## config.mk

```make
export PLATFORM = sky130hd
export DESIGN_NAME = pcrs_div
export DESIGN_NICKNAME = d
export VERILOG_FILES = /design/src/hw/rtl/pcrs_pkg.sv /design/src/hw/rtl/pcrs_div.sv
export SDC_FILE = /design/constraint.sdc
export NUM_CORES = 1
export LEC_CHECK = 0
export BUFFER_PORTS_ARGS = -buffer_cell sky130_fd_sc_hd__buf_2
export CAP_MARGIN = 0
export CORE_ASPECT_RATIO = 1.1
export CORE_MARGIN = 5
export CORE_UTILIZATION = 45
export DETAILED_ROUTE_END_ITERATION = 12
export PLACE_DENSITY = 0.67
export SLEW_MARGIN = 15
export SYNTH_ARGS = -nofsm -noshare
export SYNTH_HDL_FRONTEND = slang
export SYNTH_SLANG_ARGS = --single-unit
```

## constraint.sdc

```tcl
create_clock -name i_clk -period 5 [get_ports i_clk]
set_input_delay 1 -clock i_clk [delete_from_list [all_inputs] [get_ports i_clk]]
set_output_delay 1 -clock i_clk [all_outputs]
set_load 0.03 [all_outputs]
```

## src/hw/rtl/pcrs_pkg.sv

```systemverilog
// Shared types, constants and helpers for the PID controller with reference smoothing.
package pcrs_pkg;

    localparam int FRAC_BITS        = 16;
    localparam int STEPS_PER_SECOND = 100;
    localparam int ALPHA_SHIFT      = 15;
    localparam int MUL_A_W          = 34;
    localparam int MUL_B_W          = 32;
    localparam int MUL_P_W          = MUL_A_W + MUL_B_W;
    localparam int DIV_N_W          = 34 + FRAC_BITS;
    localparam int DIV_D_W          = 32;

    localparam logic signed [63:0] MAX32 = 64'sd2147483647;
    localparam logic signed [63:0] MIN32 = -64'sd2147483648;
    localparam logic [15:0] ALPHA_ONE = 16'd32768;

    localparam int MODE_SCURVE = 0;
    localparam int MODE_TRAP   = 1;
    localparam int MODE_VRATE  = 2;
    localparam int MODE_ICLAMP = 3;
    localparam int MODE_DMEAS  = 4;
    localparam int MODE_DFILT  = 5;
    localparam int MODE_OFILT  = 6;

    typedef enum logic [2:0] {
        CFG_MODE   = 3'd0,
        CFG_KP     = 3'd1,
        CFG_KI     = 3'd2,
        CFG_KD     = 3'd3,
        CFG_LIMITS = 3'd4,
        CFG_BANDS  = 3'd5,
        CFG_DEADA  = 3'd6,
        CFG_SMOOTH = 3'd7
    } t_cfg_idx;

    typedef enum logic [4:0] {
        ST_IDLE,
        ST_SC_DIFF,
        ST_SC_TGT,
        ST_SC_ACC,
        ST_SC_SPD,
        ST_SC_REF,
        ST_ERR,
        ST_INT_D,
        ST_INT_R,
        ST_INT_M,
        ST_CLAMP,
        ST_DER,
        ST_LPD1,
        ST_LPD2,
        ST_PROP,
        ST_OUT,
        ST_LPO1,
        ST_LPO2,
        ST_FIN
    } t_state;

    function automatic logic signed [63:0] sat32(input logic signed [63:0] v);
        logic signed [63:0] r;
        r = v;
        if (v > MAX32) r = MAX32;
        if (v < MIN32) r = MIN32;
        return r;
    endfunction

    function automatic logic signed [63:0] clampsym(input logic signed [63:0] v,
                                                    input logic signed [63:0] lim);
        logic signed [63:0] r;
        r = v;
        if (v > lim) r = lim;
        if (v < -lim) r = -lim;
        return r;
    endfunction

endpackage

```

## src/hw/rtl/pcrs_div.sv

```systemverilog
// Restoring divider, unsigned, one quotient bit per cycle.
module pcrs_div (
    input  logic                              i_clk,
    input  logic                              i_rst_n,
    input  logic                              i_start,
    input  logic [pcrs_pkg::DIV_N_W-1:0]      i_num,
    input  logic [pcrs_pkg::DIV_D_W-1:0]      i_den,
    output logic                              o_done,
    output logic [pcrs_pkg::DIV_N_W-1:0]      o_q
);
    localparam int CW = $clog2(pcrs_pkg::DIV_N_W);

    logic                              r_busy, r_done;
    logic [CW-1:0]                     r_cnt;
    logic [pcrs_pkg::DIV_N_W-1:0]      r_q;
    logic [pcrs_pkg::DIV_D_W:0]        r_rem;
    logic [pcrs_pkg::DIV_D_W-1:0]      r_den;
    logic [pcrs_pkg::DIV_D_W:0]        rem_sh;

    assign rem_sh = {r_rem[pcrs_pkg::DIV_D_W-1:0], r_q[pcrs_pkg::DIV_N_W-1]};

    always_ff @(posedge i_clk) begin
        if (!i_rst_n) begin
            r_busy <= 1'b0;
            r_done <= 1'b0;
            r_cnt  <= '0;
        end else begin
            r_done <= r_busy && (r_cnt == CW'(pcrs_pkg::DIV_N_W - 1));
            if (i_start) begin
                r_busy <= 1'b1;
                r_cnt  <= '0;
            end else if (r_busy) begin
                r_cnt <= r_cnt + 1'b1;
                if (r_cnt == CW'(pcrs_pkg::DIV_N_W - 1)) r_busy <= 1'b0;
            end
        end
    end

    always_ff @(posedge i_clk) begin
        if (i_start) begin
            r_q   <= i_num;
            r_rem <= '0;
            r_den <= i_den;
        end else if (r_busy) begin
            if (rem_sh >= {1'b0, r_den}) begin
                r_rem <= rem_sh - {1'b0, r_den};
                r_q   <= {r_q[pcrs_pkg::DIV_N_W-2:0], 1'b1};
            end else begin
                r_rem <= rem_sh;
                r_q   <= {r_q[pcrs_pkg::DIV_N_W-2:0], 1'b0};
            end
        end
    end

    assign o_done = r_done;
    assign o_q    = r_q;
endmodule

```

==> impl_metrics.tcl <==
set metrics [dict create \
    status "complete, no violations" \
    coreArea_um2 14400 \
    diodes 0 \
    start_kind "flop" \
    critPathBufInv 2 \
    antenna_found_initial 1 \
    dr.max_layer_used "met5" \
    hold_slack_ps 495 \
    routabilityCongestion 0.842 \
    hp-class "reg -> reg" \
    layout.area.seq_um2 3260 \
    wl_met3_um 1250 \
    yosys_warnings 0 \
    crit_path_end_kind "flop" \
    p_leak_nw 3.43 \
    syn-num-nets 747 \
    fin_skew_ps 8.51 \
    rsz0062_at_grt "no" \
    worst_pin_slew_ps 721 \
    wl_met2_um 7650 \
    numCtsBuffers 17 \
    ys_seq_area_share_pct 49.3 \
    cts_root_buf "clkbuf_16" \
    finalHoldViolCount 0 \
    wire_per_inst_um 16.3 \
    chipWidth_um 126 \
    clockBufferDepth 2 \
    setup_violations 0 \
    rows 46 \
    drive_gt1_share_pct 30.0 \
    synth_seq_cells 122 \
    grt.total_usage_pct 18.8 \
    ant_nets 0 \
    final_cell_mix "buf_2, edfxtp_1, nor2_1, nand2_1, mux2_2" \
    finalSetupTns_ps 0 \
    peakVddDrop_mv 0.222 \
    dr.pass1.iters 4 \
    first_global_vias 5488 \
    cts_tree "built" \
    worstPathArrival_ps 3550 \
    place_hpwl_um 11200 \
    final_common_cell "buf_2" \
    path_class "reg -> reg" \
    grt_max_degree 56 \
    cts.repair.resized 0 \
    ctsHoldBuffers 0 \
    m1WireLength_um 6540 \
    period_minus_slack_ps 3210 \
    routed_wirelength_um 15700 \
    grt_pass1_wl_um 26200 \
    multiInputGateArea_um2 3070 \
    slew_headroom_pct 51.9 \
    cts_max_level 4 \
    fin_util_pct 55.8 \
    synthFlopType "edfxtp_1" \
    avgSynthCellArea_um2 10.6 \
    fin_crit_sh_pct 64.2 \
    cp_slowest_cell "o21ai_4" \
    clkTransAtPathRegs_ps 60 \
    critPathTopFamily "compound AO/OA/AOI/OAI gates" \
    port_buffers 135 \
    start_util_pct 45.8 \
    clock-sinks 122 \
    slowest_delay_ps 400 \
    maxCapViolations 0 \
    post-cts-setup-buffers 0 \
    synthArstFlopShare_pct 0 \
    remaining_drc_errors 0 \
    p_per_area_nw_per_um2 395 \
    globalRouteOverflowTotal 0 \
    cp_cell_sequence "inv_1 > ha_1 > a2111oi_2 > o21ai_1 > a221oi_2 > o31ai_1 > or2_4 > o21ai_4 > buf_4 > mux2i_1 > nand2_1 > a21oi_1" \
    synth_cell_types 58 \
    synth_cells 627 \
    cp.required_ps 5340 \
    cp_max_fo 25 \
    syn_to_final_growth_pct 21.8 \
    dieArea_um2 17200 \
    netlist_area_um2 6620 \
    slew_viol_final 0 \
    clk_latency_ps 410 \
    viasPerCell 5.37 \
    drtIter0Drc 249 \
    vias 5163 \
    die_y_um 137 \
    fmax_ghz 0.312 \
    nFillCells 1242 \
    num-nets-final 877 \
    ios 136 \
    synth_edf_count 82 \
]
[tightest hold or removal path, stage by stage (launching register included)]
cell and delay (ps):
dfxtp_1 320, nor2_1 90, nor3_1 40
[layer usage]
metal | global-route usage [%] | up-vias
met5 | 0 | -
met4 | 6.99 | 2
met3 | 7.21 | 19
met2 | 31.7 | 150
met1 | 21.8 | 2436
li1 | - | 2556
[cells in the mapped netlist (all sizes together) (12+ instances only)]
cell / number / share of area [%]
edfxtp: 82 / 37
nor2: 65 / 3.7
nand2: 50 / 2.8
mux2: 49 / 8.3
a21oi: 45 / 3.5
inv: 41 / 2.3
dfxtp: 40 / 12
ha: 34 / 6.4
o21ai: 26 / 2.1
a211oi: 21 / 2.4
clkbuf: 21 / 1.2
a21o: 16 / 1.8
xnor2: 14 / 1.9
xor2: 12 / 1.6
[cells by family after synthesis]
kind of cell	Yosys count	synth area share (%)
XOR/XNOR	26	3.44
flip-flops	122	49.3
AO/OA/AOI/OAI	151	15.4
buffers and inverters	70	4.40
adder cells (fa/ha/maj)	35	6.73
multiplexers	56	9.40
AND/OR/NAND/NOR	167	11.3
[sequential cells by signal, summed over array words and instances (netlist names)]
signal  count
r_den      32
r_busy      1
o_done      1
r_rem      32
r_cnt       6
o_q        50
[cell type report]
cell class                 count  share of cell area, %
sequential                   122                   40.5
multi-input combinational    435                   38.0
timing repair buffer         139                   8.78
clock buffer                  18                   5.32
tap                          192                   2.98
clock inverter                14                   2.42
inverter                      42                   1.96
[power by group]
group | switching [mW] | internal (mW) | leakage [nW]
Sequential | 0.0563 | 1.18 | 1.15
Combinational | 0.392 | 0.258 | 1.98
Clock | 0.462 | 0.838 | 0.305
Total | 0.910 | 2.28 | 3.43
[worst paths after layout]
path                     to  slack [ps]       from  depth (start not counted)
setup reg to reg   r_rem[1]        1790  r_den[20]                         12
hold / removal    r_rem[10]         500  r_rem[10]                          2
setup / recovery   r_rem[1]        1790  r_den[20]                         12
hold reg to reg   r_rem[10]         500  r_rem[10]                          2
[through the flow]
step,cells,power (mW),setup slack [ps],instance area [um2]
floorplan,627,1.73,2060,6620
global placement,930,1.89,1900,7430
detailed placement,930,1.90,1790,7430
CTS,962,3.21,1770,8060
global route,962,3.33,1450,8060
finish,962,3.19,1790,8060
(Power assumes the default switching activity.)
