`config.mk`:
```
export PLATFORM = sky130hd
export DESIGN_NAME = pcrs_mul
export DESIGN_NICKNAME = d
export VERILOG_FILES = /design/src/hw/rtl/pcrs_pkg.sv /design/src/hw/rtl/pcrs_mul.sv
export SDC_FILE = /design/constraint.sdc
export NUM_CORES = 1
export LEC_CHECK = 0
export BUFFER_PORTS_ARGS = -buffer_cell sky130_fd_sc_hd__buf_4
export CORE_UTILIZATION = 45
export CTS_CLUSTER_SIZE = 28
export DETAILED_ROUTE_END_ITERATION = 8
export HOLD_SLACK_MARGIN = 0.08
export PLACE_DENSITY = 0.7
export SETUP_SLACK_MARGIN = 0.02
export SYNTH_ARGS = -nofsm -noshare
export SYNTH_HDL_FRONTEND = slang
export SYNTH_SLANG_ARGS = --single-unit
```
`constraint.sdc`:
```
create_clock -name i_clk -period 3.52 [get_ports i_clk]
set_input_delay 0.704 -clock i_clk [delete_from_list [all_inputs] [get_ports i_clk]]
set_output_delay 0.704 -clock i_clk [all_outputs]
set_load 0.02 [all_outputs]
```
`src/hw/rtl/pcrs_pkg.sv`:
```
// Shared types, constants and helpers for the PID controller with reference smoothing.
package pcrs_pkg;

    localparam int FRAC_BITS        = 16;
    localparam int STEPS_PER_SECOND = 100;
    localparam int ALPHA_SHIFT      = 15;
    localparam int MUL_A_W          = 34;
    localparam int MUL_B_W          = 32;
    localparam int MUL_P_W          = MUL_A_W + MUL_B_W;
    localparam int DIV_N_W          = 34 + FRAC_BITS;
    localparam int DIV_D_W          = 32;

    localparam logic signed [63:0] MAX32 = 64'sd2147483647;
    localparam logic signed [63:0] MIN32 = -64'sd2147483648;
    localparam logic [15:0] ALPHA_ONE = 16'd32768;

    localparam int MODE_SCURVE = 0;
    localparam int MODE_TRAP   = 1;
    localparam int MODE_VRATE  = 2;
    localparam int MODE_ICLAMP = 3;
    localparam int MODE_DMEAS  = 4;
    localparam int MODE_DFILT  = 5;
    localparam int MODE_OFILT  = 6;

    typedef enum logic [2:0] {
        CFG_MODE   = 3'd0,
        CFG_KP     = 3'd1,
        CFG_KI     = 3'd2,
        CFG_KD     = 3'd3,
        CFG_LIMITS = 3'd4,
        CFG_BANDS  = 3'd5,
        CFG_DEADA  = 3'd6,
        CFG_SMOOTH = 3'd7
    } t_cfg_idx;

    typedef enum logic [4:0] {
        ST_IDLE,
        ST_SC_DIFF,
        ST_SC_TGT,
        ST_SC_ACC,
        ST_SC_SPD,
        ST_SC_REF,
        ST_ERR,
        ST_INT_D,
        ST_INT_R,
        ST_INT_M,
        ST_CLAMP,
        ST_DER,
        ST_LPD1,
        ST_LPD2,
        ST_PROP,
        ST_OUT,
        ST_LPO1,
        ST_LPO2,
        ST_FIN
    } t_state;

    function automatic logic signed [63:0] sat32(input logic signed [63:0] v);
        logic signed [63:0] r;
        r = v;
        if (v > MAX32) r = MAX32;
        if (v < MIN32) r = MIN32;
        return r;
    endfunction

    function automatic logic signed [63:0] clampsym(input logic signed [63:0] v,
                                                    input logic signed [63:0] lim);
        logic signed [63:0] r;
        r = v;
        if (v > lim) r = lim;
        if (v < -lim) r = -lim;
        return r;
    endfunction

endpackage

```
`src/hw/rtl/pcrs_mul.sv`:
```
// Bit-serial shift-add multiplier, signed by unsigned, one multiplier bit per cycle.
module pcrs_mul (
    input  logic                                  i_clk,
    input  logic                                  i_rst_n,
    input  logic                                  i_start,
    input  logic signed [pcrs_pkg::MUL_A_W-1:0]   i_a,
    input  logic        [pcrs_pkg::MUL_B_W-1:0]   i_b,
    output logic                                  o_done,
    output logic signed [pcrs_pkg::MUL_P_W-1:0]   o_p
);
    localparam int CW = $clog2(pcrs_pkg::MUL_B_W);

    logic                                r_busy, r_done;
    logic [CW-1:0]                       r_cnt;
    logic signed [pcrs_pkg::MUL_P_W-1:0] r_acc, r_a;
    logic [pcrs_pkg::MUL_B_W-1:0]        r_b;

    always_ff @(posedge i_clk) begin
        if (!i_rst_n) begin
            r_busy <= 1'b0;
            r_done <= 1'b0;
            r_cnt  <= '0;
        end else begin
            r_done <= r_busy && (r_cnt == CW'(pcrs_pkg::MUL_B_W - 1));
            if (i_start) begin
                r_busy <= 1'b1;
                r_cnt  <= '0;
            end else if (r_busy) begin
                r_cnt <= r_cnt + 1'b1;
                if (r_cnt == CW'(pcrs_pkg::MUL_B_W - 1)) r_busy <= 1'b0;
            end
        end
    end

    always_ff @(posedge i_clk) begin
        if (i_start) begin
            r_acc <= '0;
            r_a   <= pcrs_pkg::MUL_P_W'(i_a);
            r_b   <= i_b;
        end else if (r_busy) begin
            if (r_b[0]) r_acc <= r_acc + r_a;
            r_a <= r_a <<< 1;
            r_b <= r_b >> 1;
        end
    end

    assign o_done = r_done;
    assign o_p    = r_acc;
endmodule

```
==> metrics.cfg <==
[logic_synthesis]
yosysTopAreaCell=edfxtp_1
ys_top_cells_by_area=edfxtp_1, dfxtp_1, ha_1
yosysWarnings=0
synthCells=1127
netlist_area_mm2=0.0105
synth_cell_types=78
synth_nets=1264
ys_seq_area_share_pct=42.0
synth_async_sr_flop_share_pct=0
synth_flop_cell=edfxtp_1
synth_seq_cells=171
postSynthAreaPerCell_um2=9.30
synth_top_area_share_pct=28.1
synth_edf_count=98

[clock_tree]
cts_sinks=171
htree_levels=4
tritoncts=done
clock_path_buffers=2
cts_hold_buf=0
clk_pin_slew_worst_paths_ns=0.08
cts_buffers=17
cts_root_buf=clkbuf_16
worst_skew_pair.late_latency_ns=0.44

[placed_design]
port_buffers=135
hpwlAfterDp_um=19700
placed_cell_area_mm2=0.0119
place_inst=1542
gp_congestion=0.925

[grt]
grt_pass1_vias=8569
overflow=0
grt_pass1_wl_um=43400
antenna_found_initial=0
grtUsageTotal_pct=22.6
grt_max_degree=66

[route]
avgViaCountPerCell=5.59
postRouteAntennaNets=0
drtIter0Drc=698
drc=0
wire_per_inst_um=17.0
totalWireLength_um=26900
vias=8834
drtPass1Iterations=5

[timing]
finalMaxSlewViolations=0
rsz0062_at_grt=yes
relSlewSlack_pct=43.9
skew_ns=0.0123
fin_crit_sh_pct=97.0
worst_slew_pin_slew_ns=0.839
period_minus_slack_ns=3.41
tns_ns=0
fmax_ghz=0.293
hold_viol=0
setup_viol=0

[final_layout]
drive_above_1_share_pct=24.3
nFillCells=2058
layout.nets=1390
diodes=0
area_growth_pct=19.7
final_area_mm2=0.0126
finalNonFillerCells=1579

[floorplan]
core_area_mm2=0.0228
ios=136
initial_core_util_pct=46.0
die-height_um=155
rows=55
dieArea_mm2=0.0239
die_x_um=155

[worst_setup_path]
critPathTopFamily=compound AO/OA/AOI/OAI gates
crit_required_ns=3.85
rr_endpoint=o_p[59]
cp-end-kind=flip-flop
crit_chain=ha_2 > and4_4 > a221o_1 > nor2_1 > a2111oi_4 > o21ai_2 > a311oi_2 > a21oi_2 > o41a_1 > nor3_2 > mux2i_1 > nand2_1
cp_slowest_stage_delay_ns=0.45
cp.depth=12
critical_path.slowest_cell=o41a_1
crit_start=r_a[9]
worstSetupPathType=flip-flop to flip-flop
start_kind=flip-flop
cp_num_buf_inv=0
rrSetupSlack_ns=0.11
crit_path_end=o_p[59]
worst_ep_arrival_time_ns=3.75
reg2reg_from=r_a[9]
reg2reg_depth=12
cp_max_fo=6

[flow_run]
maxCapViolCount=0

[power_and_ir_drop]
p_per_area_mw_per_mm2=463
p_leak_nw=5.31
vdd_ir_drop_max_uv=279
total_power_w=0.00581

[outcome]
status=complete, no violations

[hold_path]
hold_class=flip-flop to flip-flop

==> metrics by stage <==
step	util, %	setup WS (ns)	hold WS (ns)
after global placement	52.2	0.149	0.462
final	55.1	0.105	0.478
after global routing	55.1	-0.0680	0.498
after floorplan	-	0.110	0.467
after detailed placement	52.2	0.0721	0.467
after CTS	54.7	0.0391	0.479
==> timing repair <==
item	in CTS	in global routing
buffers inserted	0	5
endpoints found under the setup margin	0	10
resized for setup	0	18
==> sequential cells by signal, summed over array words and instances, names as in the netlist <==
register / flops
r_busy: 1
o_done: 1
r_b: 32
o_p: 66
r_a: 66
r_cnt: 5
==> layout make-up <==
cell class	instances	area (um^2)	area share (%)
clock inverter	15	130	1.04
inverter	55	206	1.64
timing repair buffer	171	1300	10.4
sequential	171	4400	35.1
tap	313	392	3.12
multi-input combinational	837	5700	45.4
clock buffer	17	425	3.39
==> synth_stat cells, drive strengths merged, types with 3 or more instances <==
cell / instances
a211oi: 5
a21boi: 4
a21o: 26
a21oi: 134
a221o: 4
a31o: 3
a31oi: 6
and2: 4
and3: 5
and4: 4
buf: 12
clkbuf: 52
dfxtp: 73
edfxtp: 98
ha: 67
inv: 55
mux2: 63
mux2i: 3
nand2: 168
nand2b: 9
nand3: 19
nand4: 22
nor2: 42
nor2b: 6
nor3: 16
nor4: 3
o2111ai: 3
o211ai: 4
o21a: 4
o21ai: 83
o21bai: 18
o31a: 3
o31ai: 4
o41ai: 4
or2: 3
or3: 16
xnor2: 29
xor2: 24
==> layout by cell type (no fill, tap or decap), types with 4 or more instances in the layout <==
cell type | netlist | layout
nor2b_1 | 6 | 6
o21ai_0 | 77 | 77
nand4_1 | 22 | 22
clkbuf_16 | 0 | 17
a221o_1 | 4 | 4
a211oi_1 | 4 | 4
inv_6 | 0 | 4
edfxtp_1 | 98 | 98
inv_8 | 0 | 4
a21o_1 | 26 | 26
xor2_1 | 24 | 24
o21bai_1 | 18 | 18
and3_1 | 5 | 5
o211ai_1 | 4 | 4
xnor2_1 | 29 | 29
nand2_1 | 167 | 166
ha_2 | 0 | 10
nand2b_1 | 9 | 9
o21a_1 | 4 | 4
nor3_2 | 3 | 4
dfxtp_1 | 73 | 73
a21oi_1 | 131 | 129
inv_1 | 55 | 55
a21boi_0 | 4 | 4
or3_1 | 15 | 15
a31oi_1 | 6 | 6
nand3_1 | 19 | 19
nor2_1 | 42 | 42
nor3_1 | 13 | 12
o31ai_1 | 4 | 4
a21oi_2 | 2 | 4
ha_1 | 67 | 56
mux2_2 | 62 | 62
buf_4 | 1 | 169
==> worst min-delay path by stage <==
stage,cells past startpoint,endpoint,startpoint
floorplan,2,r_cnt[4],r_cnt[4]
global placement,2,o_p[9],o_p[9]
detailed placement,2,o_p[10],o_p[10]
CTS,2,o_p[10],o_p[10]
global route,2,o_p[12],o_p[12]
finish,2,o_p[0],o_p[0]
==> kinds of logic (layout without fill, tap and decap cells) <==
family / after synthesis / in the layout / synth area share (%)
XOR/XNOR: 53 / 53 / 4.43
AO/OA/AOI/OAI: 326 / 326 / 19.6
buffers and inverters: 119 / 258 / 4.37
flip-flops: 171 / 171 / 42.0
adder cells (fa/ha/maj): 68 / 68 / 8.19
AND/OR/NAND/NOR: 324 / 324 / 14.4
multiplexers: 66 / 66 / 7.05
==> tightest hold or removal path: stages, from the launching register on <==
cell and delay, ns:
dfxtp_1 0.33, nand2_1 0.06, a21oi_1 0.05
==> power breakdown <==
| part | internal (W) | switching, W | leakage [nW] | total (W) |
|---|---|---|---|---|
| Combinational | 0.000637 | 0.000870 | 3.45 | 0.00151 |
| Clock | 0.000931 | 0.000912 | 0.270 | 0.00184 |
| Sequential | 0.00233 | 0.000131 | 1.59 | 0.00246 |
| Total | 0.00390 | 0.00191 | 5.31 | 0.00581 |
==> per-layer routing <==
layer  GRT usage (%)  wire (um)  vias up  part of all wire (%)
met5               0          0        -                     0
met4            6.51        438        0                   1.6
met3            4.68       1420       35                   5.3
met2            37.1      12500      243                    46
met1            30.1      12600     4224                    47
li1                -          -     4332                     -
No activity file was read; power rests on OpenSTA's default activity.
